==> config.mk <==
export PLATFORM = sky130hd
export DESIGN_NAME = ate_front
export DESIGN_NICKNAME = d
export VERILOG_FILES = /design/src/rtl/ate_pkg.sv /design/src/rtl/ate_front.sv
export SDC_FILE = /design/constraint.sdc
export NUM_CORES = 1
export LEC_CHECK = 0
export ABC_AREA = 0
export BUFFER_PORTS_ARGS = -buffer_cell sky130_fd_sc_hd__buf_2
export CORE_ASPECT_RATIO = 1.4
export CORE_MARGIN = 5
export CORE_UTILIZATION = 53
export DETAILED_ROUTE_END_ITERATION = 7
export PLACE_DENSITY = 0.83
export SETUP_SLACK_MARGIN = 0.05
export SLEW_MARGIN = 20
export SYNTH_ARGS = -nofsm -noshare
export SYNTH_HDL_FRONTEND = slang
export SYNTH_SLANG_ARGS = --single-unit
==> constraint.sdc <==
create_clock -name clk -period 3.4 [get_ports clk]
set_clock_uncertainty 0.2 [all_clocks]
set_input_delay 0.85 -clock clk [delete_from_list [all_inputs] [get_ports clk]]
set_output_delay 0.85 -clock clk [all_outputs]
set_load 0.02 [all_outputs]
==> src/rtl/ate_pkg.sv <==
// Shared types, sizes and character codes for the text terminal engine.
// Used by every module of the engine except ate_ram; depends on nothing.
package ate_pkg;

  // Screen geometry and parser limits
  localparam int COLUMNS    = 80;
  localparam int ROW_COUNT  = 25;
  localparam int TAB_WIDTH  = 8;
  localparam int MAX_PARAMS = 24;

  localparam int CELLS     = COLUMNS * ROW_COUNT;
  localparam int LAST_LINE = (ROW_COUNT - 1) * COLUMNS;
  localparam int LAST_ROW  = ROW_COUNT - 1;

  localparam int IDX_W   = $clog2(CELLS + 1);
  localparam int ADDR_W  = $clog2(CELLS);
  localparam int ROW_W   = (ROW_COUNT > 1) ? $clog2(ROW_COUNT) : 1;
  localparam int COL_W   = $clog2(COLUMNS);
  localparam int PCNT_W  = $clog2(MAX_PARAMS + 1);
  localparam int PIDX_W  = $clog2(MAX_PARAMS);
  localparam int PARAM_W = 16;
  localparam int CELL_W  = 16;
  localparam int HPOS_W  = 20;

  localparam logic [7:0]         NORMAL_RST = 8'h07;
  localparam logic [PARAM_W-1:0] PARAM_MAX  = 16'hFFFF;

  // Control characters and other byte codes
  localparam logic [6:0] CH_BEL   = 7'h07;
  localparam logic [6:0] CH_BS    = 7'h08;
  localparam logic [6:0] CH_TAB   = 7'h09;
  localparam logic [6:0] CH_LF    = 7'h0A;
  localparam logic [6:0] CH_CR    = 7'h0D;
  localparam logic [6:0] CH_ESC   = 7'h1B;
  localparam logic [6:0] CH_SPACE = 7'h20;
  localparam logic [6:0] CH_DEL   = 7'h7F;
  localparam logic [6:0] CH_ZERO  = 7'h30;
  localparam logic [6:0] CH_NINE  = 7'h39;
  localparam logic [6:0] CH_SEMI  = 7'h3B;

  // Command letters
  localparam logic [6:0] LTR_AT  = 7'h40;
  localparam logic [6:0] LTR_A   = 7'h41;
  localparam logic [6:0] LTR_B   = 7'h42;
  localparam logic [6:0] LTR_C   = 7'h43;
  localparam logic [6:0] LTR_G   = 7'h47;
  localparam logic [6:0] LTR_H   = 7'h48;
  localparam logic [6:0] LTR_J   = 7'h4A;
  localparam logic [6:0] LTR_K   = 7'h4B;
  localparam logic [6:0] LTR_L   = 7'h4C;
  localparam logic [6:0] LTR_M   = 7'h4D;
  localparam logic [6:0] LTR_P   = 7'h50;
  localparam logic [6:0] LTR_CSI = 7'h5B;
  localparam logic [6:0] LTR_SGR = 7'h6D;

  typedef enum logic [1:0] {PH_TEXT, PH_ESC, PH_CSI, PH_NUM} phase_t;

  typedef enum logic [3:0] {
    ST_CLEAR, ST_IDLE, ST_READ, ST_SEQ, ST_LOCATE, ST_SGR,
    ST_COPY_RD, ST_COPY_WR, ST_FILL, ST_DONE
  } state_t;

  // Byte class flags computed in the front end
  typedef struct packed {
    logic print;
    logic digit;
    logic semi;
    logic lf;
    logic cr;
    logic bs;
    logic tab;
    logic esc;
    logic bel;
  } cls_t;

  typedef struct packed {
    logic        mode;
    logic [6:0]  ch;
    logic [10:0] read_index;
    logic        last;
    cls_t        cls;
  } item_t;

  function automatic logic [2:0] ansi_to_pc(input logic [2:0] a);
    logic [2:0] r;
    unique case (a)
      3'd0: r = 3'd0;
      3'd1: r = 3'd4;
      3'd2: r = 3'd2;
      3'd3: r = 3'd6;
      3'd4: r = 3'd1;
      3'd5: r = 3'd5;
      3'd6: r = 3'd3;
      default: r = 3'd7;
    endcase
    return r;
  endfunction

  // One SGR parameter applied to the attribute
  function automatic logic [7:0] sgr_apply(input logic [7:0] attr,
                                           input logic [PARAM_W-1:0] v,
                                           input logic [7:0] normal);
    logic [7:0]         r;
    logic [PARAM_W-1:0] fg;
    logic [PARAM_W-1:0] bg;
    fg = v - PARAM_W'(30);
    bg = v - PARAM_W'(40);
    r  = attr;
    if (v == PARAM_W'(0) || v == PARAM_W'(27)) r = normal;
    else if (v == PARAM_W'(1)) r = attr | 8'h08;
    else if (v == PARAM_W'(5)) r = attr | 8'h80;
    else if (v == PARAM_W'(7)) r = 8'h70;
    else if (v == PARAM_W'(21) || v == PARAM_W'(22)) r = attr & 8'hF7;
    else if (v == PARAM_W'(25)) r = attr & 8'h7F;
    else if (v >= PARAM_W'(30) && v <= PARAM_W'(37))
      r = (attr & 8'hF8) | {5'd0, ansi_to_pc(fg[2:0])};
    else if (v >= PARAM_W'(40) && v <= PARAM_W'(47))
      r = (attr & 8'h8F) | {1'b0, ansi_to_pc(bg[2:0]), 4'd0};
    return r;
  endfunction

endpackage

==> src/rtl/ate_front.sv <==
// Front end: takes requests, classifies the byte, holds them in a 2-entry queue.
// Depends on ate_pkg.
module ate_front (
  input  logic                clk,
  input  logic                rst,
  input  logic                in_valid,
  output logic                in_ready,
  input  logic                mode,
  input  logic [7:0]          data_byte,
  input  logic [10:0]         read_index,
  input  logic                end_of_write,
  output logic                q_valid,
  output ate_pkg::item_t      q_item,
  input  logic                q_pop
);

  ate_pkg::item_t slot [2];
  ate_pkg::item_t new_item;
  logic           wp;
  logic           rp;
  logic [1:0]     count;
  logic           push;
  logic           pop;
  logic [6:0]     c;

  assign c = data_byte[6:0];

  // Classify the byte
  always_comb begin
    new_item.mode       = mode;
    new_item.ch         = c;
    new_item.read_index = read_index;
    new_item.last       = end_of_write;
    new_item.cls.print  = (c >= ate_pkg::CH_SPACE) && (c < ate_pkg::CH_DEL);
    new_item.cls.digit  = (c >= ate_pkg::CH_ZERO) && (c <= ate_pkg::CH_NINE);
    new_item.cls.semi   = (c == ate_pkg::CH_SEMI);
    new_item.cls.lf     = (c == ate_pkg::CH_LF);
    new_item.cls.cr     = (c == ate_pkg::CH_CR);
    new_item.cls.bs     = (c == ate_pkg::CH_BS);
    new_item.cls.tab    = (c == ate_pkg::CH_TAB);
    new_item.cls.esc    = (c == ate_pkg::CH_ESC);
    new_item.cls.bel    = (c == ate_pkg::CH_BEL);
  end

  assign in_ready = (count != 2'd2);
  assign q_valid  = (count != 2'd0);
  assign q_item   = slot[rp];
  assign push     = in_valid && in_ready;
  assign pop      = q_pop && q_valid;

  // Queue pointers
  always_ff @(posedge clk) begin
    if (rst) begin
      wp    <= 1'b0;
      rp    <= 1'b0;
      count <= 2'd0;
    end else begin
      if (push) wp <= ~wp;
      if (pop) rp <= ~rp;
      count <= count + {1'b0, push} - {1'b0, pop};
    end
  end

  // Queue storage
  always_ff @(posedge clk) begin
    if (push) begin
      slot[wp] <= new_item;
    end
  end

endmodule

Word level (Yosys, flattened, before mapping). Memory sizes are Yosys's and may differ from the RTL's. A register that Yosys moved wholly into a read port is not among the register bits. Cells that the tools add are included.

Add/sub/neg operators: 2. $lt $le $gt $ge: 4. Equality and inequality tests: 8. Mux-type cells: 4. Bitwise operators: 2. Reduce and logical (&&, ||, !) cells: 5.

Operators with widths (count): $eq 7x4->1 const B (4); $ge 7x6->1 const B (2); $eq 7x3->1 const B (1); $eq 7x5->1 const B (1); $eq 7x6->1 const B (1); $le 7x6->1 const B (1); $lt 7x7->1 const B (1); $logic_and 1x1->1 (4); $mux 1 (4); $add 2x1->2 (1); $ne 2x2->1 const B (1); $not 1->1 (2); $reduce_bool 2->1 (1); $sub 2x1->2 (1).

Bits in registers: 4. Bits in writable memories: 58. Bits of input ports: 25. Output and inout bits: 31. Logic and storage cells: 29. Memories: 1.

Memory list: slot (depth 2, bits a word 29, read ports 1, clocked after memory_dff 1, wr ports 1, RTL line ate_front.sv:17) `ate_pkg::item_t slot [2];`.

Longest topological paths before layout. Gate-level depths: netlist of the first run.

Depth after elaboration: 4. Depth in mapped cells: 8. Mapped depth without buffers: 8.

Least setup slack after synthesis of the first run. No wires, ideal clock.

Path type: input -> register. From: input in_valid. To: memory slot[0][0] (netlist bit), enable pin. Library setup time: 0.415 ns. Arrival time: 2.141 ns. Data required time: 2.785 ns. Setup slack: 0.644 ns. Stages: 2. Path buffers: 0. Cells stage by stage: nand2_2 > nor2_1.

Word-level cells in the longest chain between the ends: 3.

RTL lines: start: declaration (RTL line ate_front.sv:6) `input logic in_valid,`; $logic_and 1x1->1 (RTL line ate_front.sv:48) `assign push = in_valid && in_ready;`; $mux 1 (RTL line ate_front.sv:66) `if (push) begin`; $mux 1 (implied by the code) (RTL line ate_front.sv:67) `slot[wp] <= new_item;`; end: declaration (RTL line ate_front.sv:17).

Every way passes these cells.

==> metrics.txt, run 1 <==
Combinational Power Share=29.5%; switching pwr=approximately 0.66 mW; routed vias=roughly 1.3k; Die W=around 68 um; remaining antenna violation count=0; row count=29; GRT overflow=0; GRT Overall Usage=14.4%; DRC viols=0; CP Buf/Inv Count=2; synth top area cells=edfxtp_1, mux2_2, mux2_4, dfxtp_1, nor2_1; Power, Total=between 2 and 2.5 mW; design area=between 2000 and 3000 sq um; area leader, netlist=edfxtp_1; share of power burned in registers=between 40 and 50%; largest net degree at the start of global routing=30; Resized Gates After CTS=0; drt initial violations=38; wire length of the first global-routing pass=between 6000 and 7000 um; leakage=approximately 1.1 nW; pwr dens=roughly 730 nW/um^2; Placed Cells=roughly 250; final count of negative-setup-slack endpoints=0; starting density of the core=a little over half; met3 Use GR=between 6 and 7%; fin crit share=roughly three quarters; cell count after synthesis=139; Tmin final=around 2.6 ns; Crit Path Max Fanout=29; syn avg cell area=around 18 sq um; Area Overhead vs Synth=20.4%; Die Y=a little over 90 um; initial antenna violation count=0; die area=approximately 6000 sq um; H-tree levels=3; met2 Usage GRT=between 20% and 30%; CTS buffer count=9; Yosys cell types=23; Final Core Density=~66%; Slowest-stage cell, CP=mux2_2; Placer Congestion=0.708; Mapped Nets=166; CTS Hold Bufs=0; internal power=~1.5 mW; Worst EP required=around 2.4 ns; number of global-route vias before repair=between 1k and 1.5k; maxcap violations=0; Final Max Slew Viols=0; cell family with most CP delay=buffers and inverters; Post-CTS Setup Repair Bufs=0; Max-Slew Margin vs Limit=a little under three quarters; worst hold-check path type=reg2reg; slowest stage delay, CP=between 0.3 and 0.4 ns; Worst Tran Pin Value=between 0.4 and 0.5 ns; DP Area=about 2800 sq um; setup_tns=0 ns; worst path cell trace=buf_4, mux2_2, buf_2; CTS max path bufs=2; WS Path Type=reg2out; status=finished clean; layout cells sized above 1=about 51%; Top Ports=between 50 and 60; Pre-antenna DRT Iters=5; Cell Area, Synth=~2500 sq um; Setup crit start kind=flip-flop; Seq/Total Area, Yosys=approximately 74%; Worst VDD drop=459 uV; Sw Ratio=a little under a third; critical path arrival=roughly 1.6 ns; global routing usage on met1=about 15%; Synth top area share=a little over two thirds; Yosys Warn Count=0; #FFs+latches synth=63; RSZ-0062 raised after global routing=false; Worst-Skew Late Latency=0.32 ns; CP endpoint kind=output pin; nets=230; Final Hold Viols=0; diode count=0; fin cells=270; CTS root buffer=clkbuf_8; I/O Buffers=54; core area=around 4500 sq um; CTS clk-pin slew, worst paths=around 0.060 ns; drt wl/cell=15.0 um; Num Clock Sinks=63; placed wire-length estimate=~2800 um; f_max=roughly 380 MHz; vias per cell=approximately 5.0; Total Wirelength=around 4000 um; Most Used Layer, Global Route=met2; clock network fraction of total power=roughly a quarter; CTS tree=yes
==> worst min-delay path: stages (launching register included) <==
cell and delay [ns]:
dfxtp_1 0.33, xnor2_1 0.09, nor2_1 0.08
==> Yosys cell counts <==
master,instances
edfxtp_1,58
mux2_2,20
nor2_1,12
mux2_4,10
nand2_1,7
dfxtp_1,5
nor3_1,5
buf_6,2
ha_1,2
nand3_1,2
nor2b_1,2
o21a_1,2
xnor2_1,2
and3_1,1
buf_2,1
clkbuf_1,1
inv_1,1
nand2_2,1
nand2b_2,1
nand3b_1,1
nor4_1,1
or2_2,1
xor2_1,1
==> through the flow <==
step | setup slack, ns | hold slack (ns)
6_report | 0.785 | 0.327
5_1_grt | 0.695 | 0.379
4_1_cts | 0.747 | 0.336
3_5_place_dp | 1.11 | 0.313
3_3_place_gp | 1.11 | 0.295
2_1_floorplan | 0.644 | 0.281
==> logic make-up (layout without fill, tap and decap cells) <==
group / count (synthesis) / after routing / share of synthesized area [%]
DFF: 63 / 63 / 74.3
and+or+nand+nor: 34 / 34 / 6.46
muxes: 30 / 30 / 15.1
buffers and inverters: 5 / 74 / 1.41
xor gates and xnor gates: 3 / 3 / 1.06
adders and majority gates: 2 / 2 / 1.01
AOI/OAI and AO/OA: 2 / 2 / 0.606
==> layout by cell type (no fill, tap or decap), drive strengths merged <==
master    count
nor3          5
xor2          1
nand2b        1
and3          1
clkinv        3
nand3b        1
nor4          1
nor2         12
buf          57
nor2b         2
clkinvlp      3
nand2         8
dfxtp         5
edfxtp       58
xnor2         2
nand3         2
or2           1
clkbuf       10
o21a          2
mux2         30
ha            2
inv           1
==> layer usage <==
| metal | up-vias | share of wire [%] |
|---|---|---|
| li1 | 651 | - |
| met1 | 649 | 37 |
| met2 | 46 | 56 |
| met3 | 2 | 6.7 |
| met4 | 0 | 0.52 |
| met5 | - | 0 |
==> path summary, 6_finish.rpt <==
kind                                start         to  slack (ns)  cells past startpoint
worst min register to register         rp         rp        0.33                      2
worst max register to register   count[1]   count[1]        1.65                      7
worst max-delay path            flip-flop  q_item[4]        0.78                      3
worst min-delay path                   rp         rp        0.33                      2
==> power groups by stage <==
stage                     registers (mW)  logic [mW]  clock network, mW
after floorplan                     1.02       0.480                  0
after global placement              1.02       0.642                  0
after detailed placement            1.03       0.651                  0
after CTS                           1.01       0.654              0.542
after global routing                1.02       0.698              0.589
final                               1.01       0.640              0.522
==> final cells by class <==
class	instances	area (sq um)
sequential	63	1840
fill	318	1550
multi-input combinational	71	604
timing repair buffer	57	293
clock buffer	10	128
tap	62	77.6
clock inverter	6	37.5
inverter	1	3.75
==> state kept, by name (all words and copies together) (netlist names), named ones only <==
name / cells
slot: 58
rp: 1
count: 2
wp: 1
(Power assumes the default switching activity.)
==> inputs of run 2 (changes only) <==
--- a/config.mk
+++ b/config.mk
@@ -9,9 +9,9 @@
 export BUFFER_PORTS_ARGS = -buffer_cell sky130_fd_sc_hd__buf_2
 export CORE_ASPECT_RATIO = 1.4
 export CORE_MARGIN = 5
-export CORE_UTILIZATION = 53
+export CORE_UTILIZATION = 48
 export DETAILED_ROUTE_END_ITERATION = 7
-export PLACE_DENSITY = 0.83
+export PLACE_DENSITY = 0.8
 export SETUP_SLACK_MARGIN = 0.05
 export SLEW_MARGIN = 20
 export SYNTH_ARGS = -nofsm -noshare
==> constraint.sdc (replaced) <==
create_clock -name clk -period 2.2 [get_ports clk]
set_clock_uncertainty 0.2 [all_clocks]
set_input_delay 0.55 -clock clk [delete_from_list [all_inputs] [get_ports clk]]
set_output_delay 0.55 -clock clk [all_outputs]
set_load 0.02 [all_outputs]
==> run 2 against run 1 <==
Against the previous run: clock power rose by 97%; count of clock-buffer cells in the layout did not move; flip-flop and latch count did not move; sequential power rose by 57%; first-iteration DRC count rose by 95%; sequential share of layout area fell by 6.2 points; worst setup slack got worse by 0.71 ns; utilization fell by 0.39 points; critical path type unchanged; largest power group unchanged; highest routed layer unchanged.
==> metrics.txt, run 2 (synthesis results as in run 1) <==
clock network fraction of total power=26.0%; Combinational Power Share=34.1%; commonest non-fill, non-tap cell in the layout=edfxtp_1; I/O Buffers=54; starting density of the core=between 40% and 50%; reg2reg path depth=8; drt wl/cell=17.1 um; setup_tns=0 ns; layout cells sized above 1=approximately 51%; Die W=just over 70 um; Pre-antenna DRT Iters=4; WS Path Type=reg2out; CP endpoint kind=output pin; CTS Hold Bufs=0; Total Wirelength=4720 um; Final Hold Viols=0; diode count=0; core area=just over 5000 sq um; status=finished clean; area of the multi-input gates=roughly 660 sq um; CTS tree=yes; Worst-Skew Late Latency=about 0.32 ns; RSZ-0062 raised after global routing=true; Placer Congestion=about 0.73; Crit Path Max Fanout=7; Setup crit start kind=flip-flop; FF/Latch Area=roughly 1800 sq um; DP Area=2860 sq um; maxcap violations=0; CTS clk-pin slew, worst paths=~0.070 ns; number of global-route vias before repair=1,424; H-tree levels=3; Worst EP required=1.45 ns; largest net degree at the start of global routing=30; GRT overflow=0; Largest register FFs=a little under 60; share of power burned in registers=around 40%; Biggest register=slot; pwr dens=about 1200 nW/um^2; CP endpoint=q_item[11]; FF-to-FF Start=count[0]; row count=31; Area Overhead vs Synth=34.1%; final count of negative-setup-slack endpoints=0; fin crit share=about 97%; nets=approximately 230; CTS root buffer=clkbuf_8; Top Ports=56; Max-Slew Margin vs Limit=74.1%; initial antenna violation count=0; leakage=1.30 nW; Worst Tran Pin Value=about 0.39 ns; # fillers=about 360; R2R Path End=count[1]; remaining antenna violation count=0; biggest regs=slot (58), count (2); internal power=around 2.8 mW; DRC viols=0; placed wire-length estimate=around 2800 um; CTS buffer count=9; Die Y=between 90 and 100 um; Num Clock Sinks=63; CTS max path bufs=2; routed vias=around 1.4k; vias per cell=between 5 and 6; Sw Ratio=between 20% and 30%; Final Max Slew Viols=0; flop2flop setup slack=~0.45 ns; switching pwr=about 1.1 mW; Post-CTS Setup Repair Bufs=0; drt initial violations=74; GRT Overall Usage=between 10% and 20%; most frequent cells in the layout=edfxtp_1, buf_2, mux2_4; worst hold-check path type=in2reg; die area=around 6700 sq um; f_max=around 470 MHz; Worst VDD drop=between 800 and 900 uV; Tmin final=around 2.1 ns; wire length of the first global-routing pass=approximately 6700 um; critical path arrival=between 1 and 1.5 ns; design area=3320 sq um
==> run 2: cell count changes in the layout (fill, tap and decap cells not counted), moves of 2 or more <==
cell / delta
clkinvlp_4: -3
mux2_2: -14
buf_2: -22
bufinv_16: +2
buf_6: +19
clkbuf_16: +2
mux2_4: +14
buf_12: +3
==> run 2: what timing repair did <==
item | CTS | global route
hold endpoints to repair | 0 | 0
setup endpoints to repair | 21 | 19
gates cloned | 1 | 2
gates resized for setup | 3 | 56
==> run 2: critical path, cell delays in order (launching register included) <==
cell and delay (ns):
dfxtp_4 0.42, buf_16 0.16, mux2_2 0.34, buf_6 0.13
==> run 2: worst min path at each step <==
stage | startpoint | to | slack [ns] | depth (start not counted)
floorplan | rp | flip-flop | 0.28 | 2
global placement | rp | flip-flop | 0.30 | 2
detailed placement | rp | flip-flop | 0.31 | 2
CTS | read_index[0] | slot[0][10] | 0.19 | 1
global route | read_index[5] | slot[1][15] | 0.19 | 1
finish | read_index[0] | slot[0][10] | 0.20 | 1
==> run 2: layout make-up <==
cell class                      instances  share of cell area (%)
Sequential cell                        63                    55.5
Multi-Input combinational cell         71                    19.8
Timing Repair Buffer                   60                    16.1
Clock buffer                           10                    3.84
Tap cell                               66                    2.48
Clock inverter                          5                    2.22
Inverter                                1                   0.113
==> run 2: power groups by stage <==
| stage | Combinational (mW) | Clock (mW) | Sequential [mW] |
|---|---|---|---|
| 2_1_floorplan | 0.743 | 0 | 1.57 |
| 3_3_place_gp | 1.04 | 0 | 1.58 |
| 3_5_place_dp | 1.05 | 0 | 1.58 |
| 4_1_cts | 1.09 | 1.06 | 1.57 |
| 5_1_grt | 1.44 | 1.12 | 1.60 |
| 6_report | 1.35 | 1.03 | 1.59 |
==> run 2: per-layer routing <==
layer,global-route usage (%),vias up,part of all wire (%)
li1,-,659,-
met1,13.9,674,37
met2,24.8,46,56
met3,3.27,9,4.2
met4,8.93,0,2.7
met5,0,-,0
==> run 2: metrics by stage <==
step                      hold slack, ns  instances  total power, mW  setup WS [ns]  util, %
after floorplan                    0.281        139             2.31          0.201        -
after global placement             0.298        258             2.61          0.277     56.3
after detailed placement           0.308        258             2.63          0.241     56.3
after CTS                          0.189        274             3.72         0.0464     60.9
after global routing               0.189        276             4.16         0.0215     65.4
final                              0.205        276             3.97         0.0724     65.4
==> inputs of run 3 (changes only) <==
--- a/config.mk
+++ b/config.mk
@@ -5,7 +5,7 @@
 export SDC_FILE = /design/constraint.sdc
 export NUM_CORES = 1
 export LEC_CHECK = 0
-export ABC_AREA = 0
+export ABC_AREA = 1
 export BUFFER_PORTS_ARGS = -buffer_cell sky130_fd_sc_hd__buf_2
 export CORE_ASPECT_RATIO = 1.4
 export CORE_MARGIN = 5
@@ -13,6 +13,7 @@
 export DETAILED_ROUTE_END_ITERATION = 7
 export PLACE_DENSITY = 0.8
 export SETUP_SLACK_MARGIN = 0.05
+export SKIP_CTS_REPAIR_TIMING = 1
 export SLEW_MARGIN = 20
 export SYNTH_ARGS = -nofsm -noshare
 export SYNTH_HDL_FRONTEND = slang
==> run 3 against run 2 <==
Against the previous run: count of clock-buffer cells in the layout rose by 2; critical path depth did not move; combinational power fell by 19%; sequential share of layout area rose by 3.7 points; largest cell class unchanged; clock power fell by 10%; worst hold slack improved by 0.00098 ns; maximum frequency fell by 0.34%.
==> metrics.txt, run 3 <==
starting density of the core=between 40% and 50%; Top FF cell, synth=edfxtp_1; met2 Usage GRT=about 24%; Yosys cell types=18; Largest register FFs=a little under 60; cell count after synthesis=about 150; Power, Total=roughly 3.6 mW; Setup crit start kind=flip-flop; number of global-route vias before repair=between 1k and 1.5k; RSZ-0062 raised after global routing=true; Worst VDD drop=630 uV; most frequent cells in the layout=edfxtp_1, buf_2, mux2_2; Total Wirelength=roughly 4400 um; syn avg cell area=around 16 sq um; Yosys Warn Count=0; largest net degree at the start of global routing=29; CTS max path bufs=2; drt wl/cell=approximately 15 um; vias per cell=~4.9; Die W=71.0 um; Die Y=~95 um; Max-Slew Margin vs Limit=between 70 and 80%; global routing usage on met1=between 10% and 20%; H-tree levels=3; GRT Overall Usage=13.4%; layout cells sized above 1=46.4%; Pre-antenna DRT Iters=4; leakage=around 1.2 nW; worst hold-check path type=in2reg; Most Used Layer, Global Route=met2; Worst Tran Pin Value=approximately 0.37 ns; Synth top area share=a little over two thirds; Tmin final=between 2 and 2.5 ns; placed wire-length estimate=roughly 3000 um; nets=246; Worst EP required=1.45 ns; DRC viols=0; WS Path Type=reg2out; die area=6770 sq um; pwr dens=roughly 1200 nW/um^2; Cell Area, Synth=2500 sq um; maxcap violations=0; min-delay src=rst; final count of negative-setup-slack endpoints=0; diode count=0; commonest non-fill, non-tap cell in the layout=edfxtp_1; Post-synth EDFFs=58; CTS buffer count=9; met3 Use GR=3.38%; Biggest register=slot; setup_tns=0 ns; ys async rst share=0%; row count=31; routed vias=1,409; f_max=approximately 470 MHz; wire length of the first global-routing pass=6650 um; critical path arrival=between 1 and 1.5 ns; area leader, netlist=edfxtp_1; Final Hold Viols=0; Post-synth top cells=edfxtp_1, mux2_2, nor2_1, nand2_1, inv_1; Final Max Slew Viols=0; drt initial violations=56; Worst-Skew Late Latency=between 0.3 and 0.4 ns; most numerous cell in the Yosys netlist=edfxtp_1; CTS root buffer=clkbuf_8; remaining antenna violation count=0; status=finished clean; Area Overhead vs Synth=24.7%; #FFs+latches synth=between 60 and 70; initial antenna violation count=0; Placer Congestion=between 0.8 and 0.9; CTS clk-pin slew, worst paths=around 0.07 ns; Num Clock Sinks=63; # fillers=417; synth top area cells=edfxtp_1, mux2_2, mux2_4, dfxtp_1, nor2_1; I/O Buffers=54; CTS tree=yes; Top Ports=56; Mapped Nets=approximately 180; CP endpoint kind=output pin; FF-to-FF Start=count[0]; GRT overflow=0; core area=~5100 sq um; Seq/Total Area, Yosys=73.7%; fin crit share=97.0%; biggest regs=slot (58), count (2); Crit Path Max Fanout=11
run 3: changes by cell type in the layout (fill, tap and decap cells not counted), sizes merged, moves of 2 or more:
cell / before / now
a21oi: 0 / 3
nor2: 12 / 15
nand2: 8 / 14
nor2b: 2 / 0
nor3: 5 / 2
nor4: 1 / 4
inv: 1 / 11
xnor2: 2 / 0
run 3: layout make-up:
cell class,count,area [sq um],share of cell area (%)
Sequential cell,63,1850,59.2
Multi-Input combinational cell,75,596,19.1
Inverter,11,41.3,1.33
Tap cell,66,82.6,2.65
Clock buffer,12,135,4.34
Timing Repair Buffer,59,369,11.8
Clock inverter,4,46.3,1.49
run 3: per-stage QoR:
step                area (sq um)  util [%]  setup slack [ns]  hold WS (ns)  std cells
detailed placement          2900      56.5             0.227         0.290        273
floorplan                   2500         -            0.0765         0.267        152
global route                3120      60.9            0.0192         0.195        290
global placement            2900      56.5             0.294         0.281        273
CTS                         3080      60.1            0.0155         0.197        289
finish                      3120      60.9            0.0651         0.206        290
run 3: worst paths after layout:
check	to	slack (ns)	depth (start not counted)
max	q_item[13]	0.07	3
min	count[0]	0.21	2
max reg2reg	count[1]	0.38	10
min reg2reg	rp	0.30	2
run 3: power breakdown:
part,switching [mW],internal [mW],leakage (nW),total (mW)
clock,0.407,0.519,0.0880,0.926
sequential,0.0688,1.53,0.586,1.60
combinational,0.611,0.488,0.553,1.10
total,1.09,2.54,1.23,3.63
run 3: logic make-up after synthesis:
kind of cell	Yosys count	synth area share, %
and+or+nand+nor	39	6.66
adders and majority gates	2	1.00
buffers and inverters	14	2.76
AOI/OAI and AO/OA	4	0.902
DFF	63	73.7
muxes	29	14.6
xor gates and xnor gates	1	0.351
run 3: routing by layer:
metal / wire length (um) / vias to the layer above
met5: 0 / -
met4: 96 / 0
met3: 138 / 7
met2: 2510 / 34
met1: 1640 / 676
li1: - / 692
run 3: worst max-delay path, cell delays in order (launching register included):
cell and delay, ns:
dfxtp_4 0.39, clkbuf_16 0.19, mux2_2 0.33, buf_2 0.16
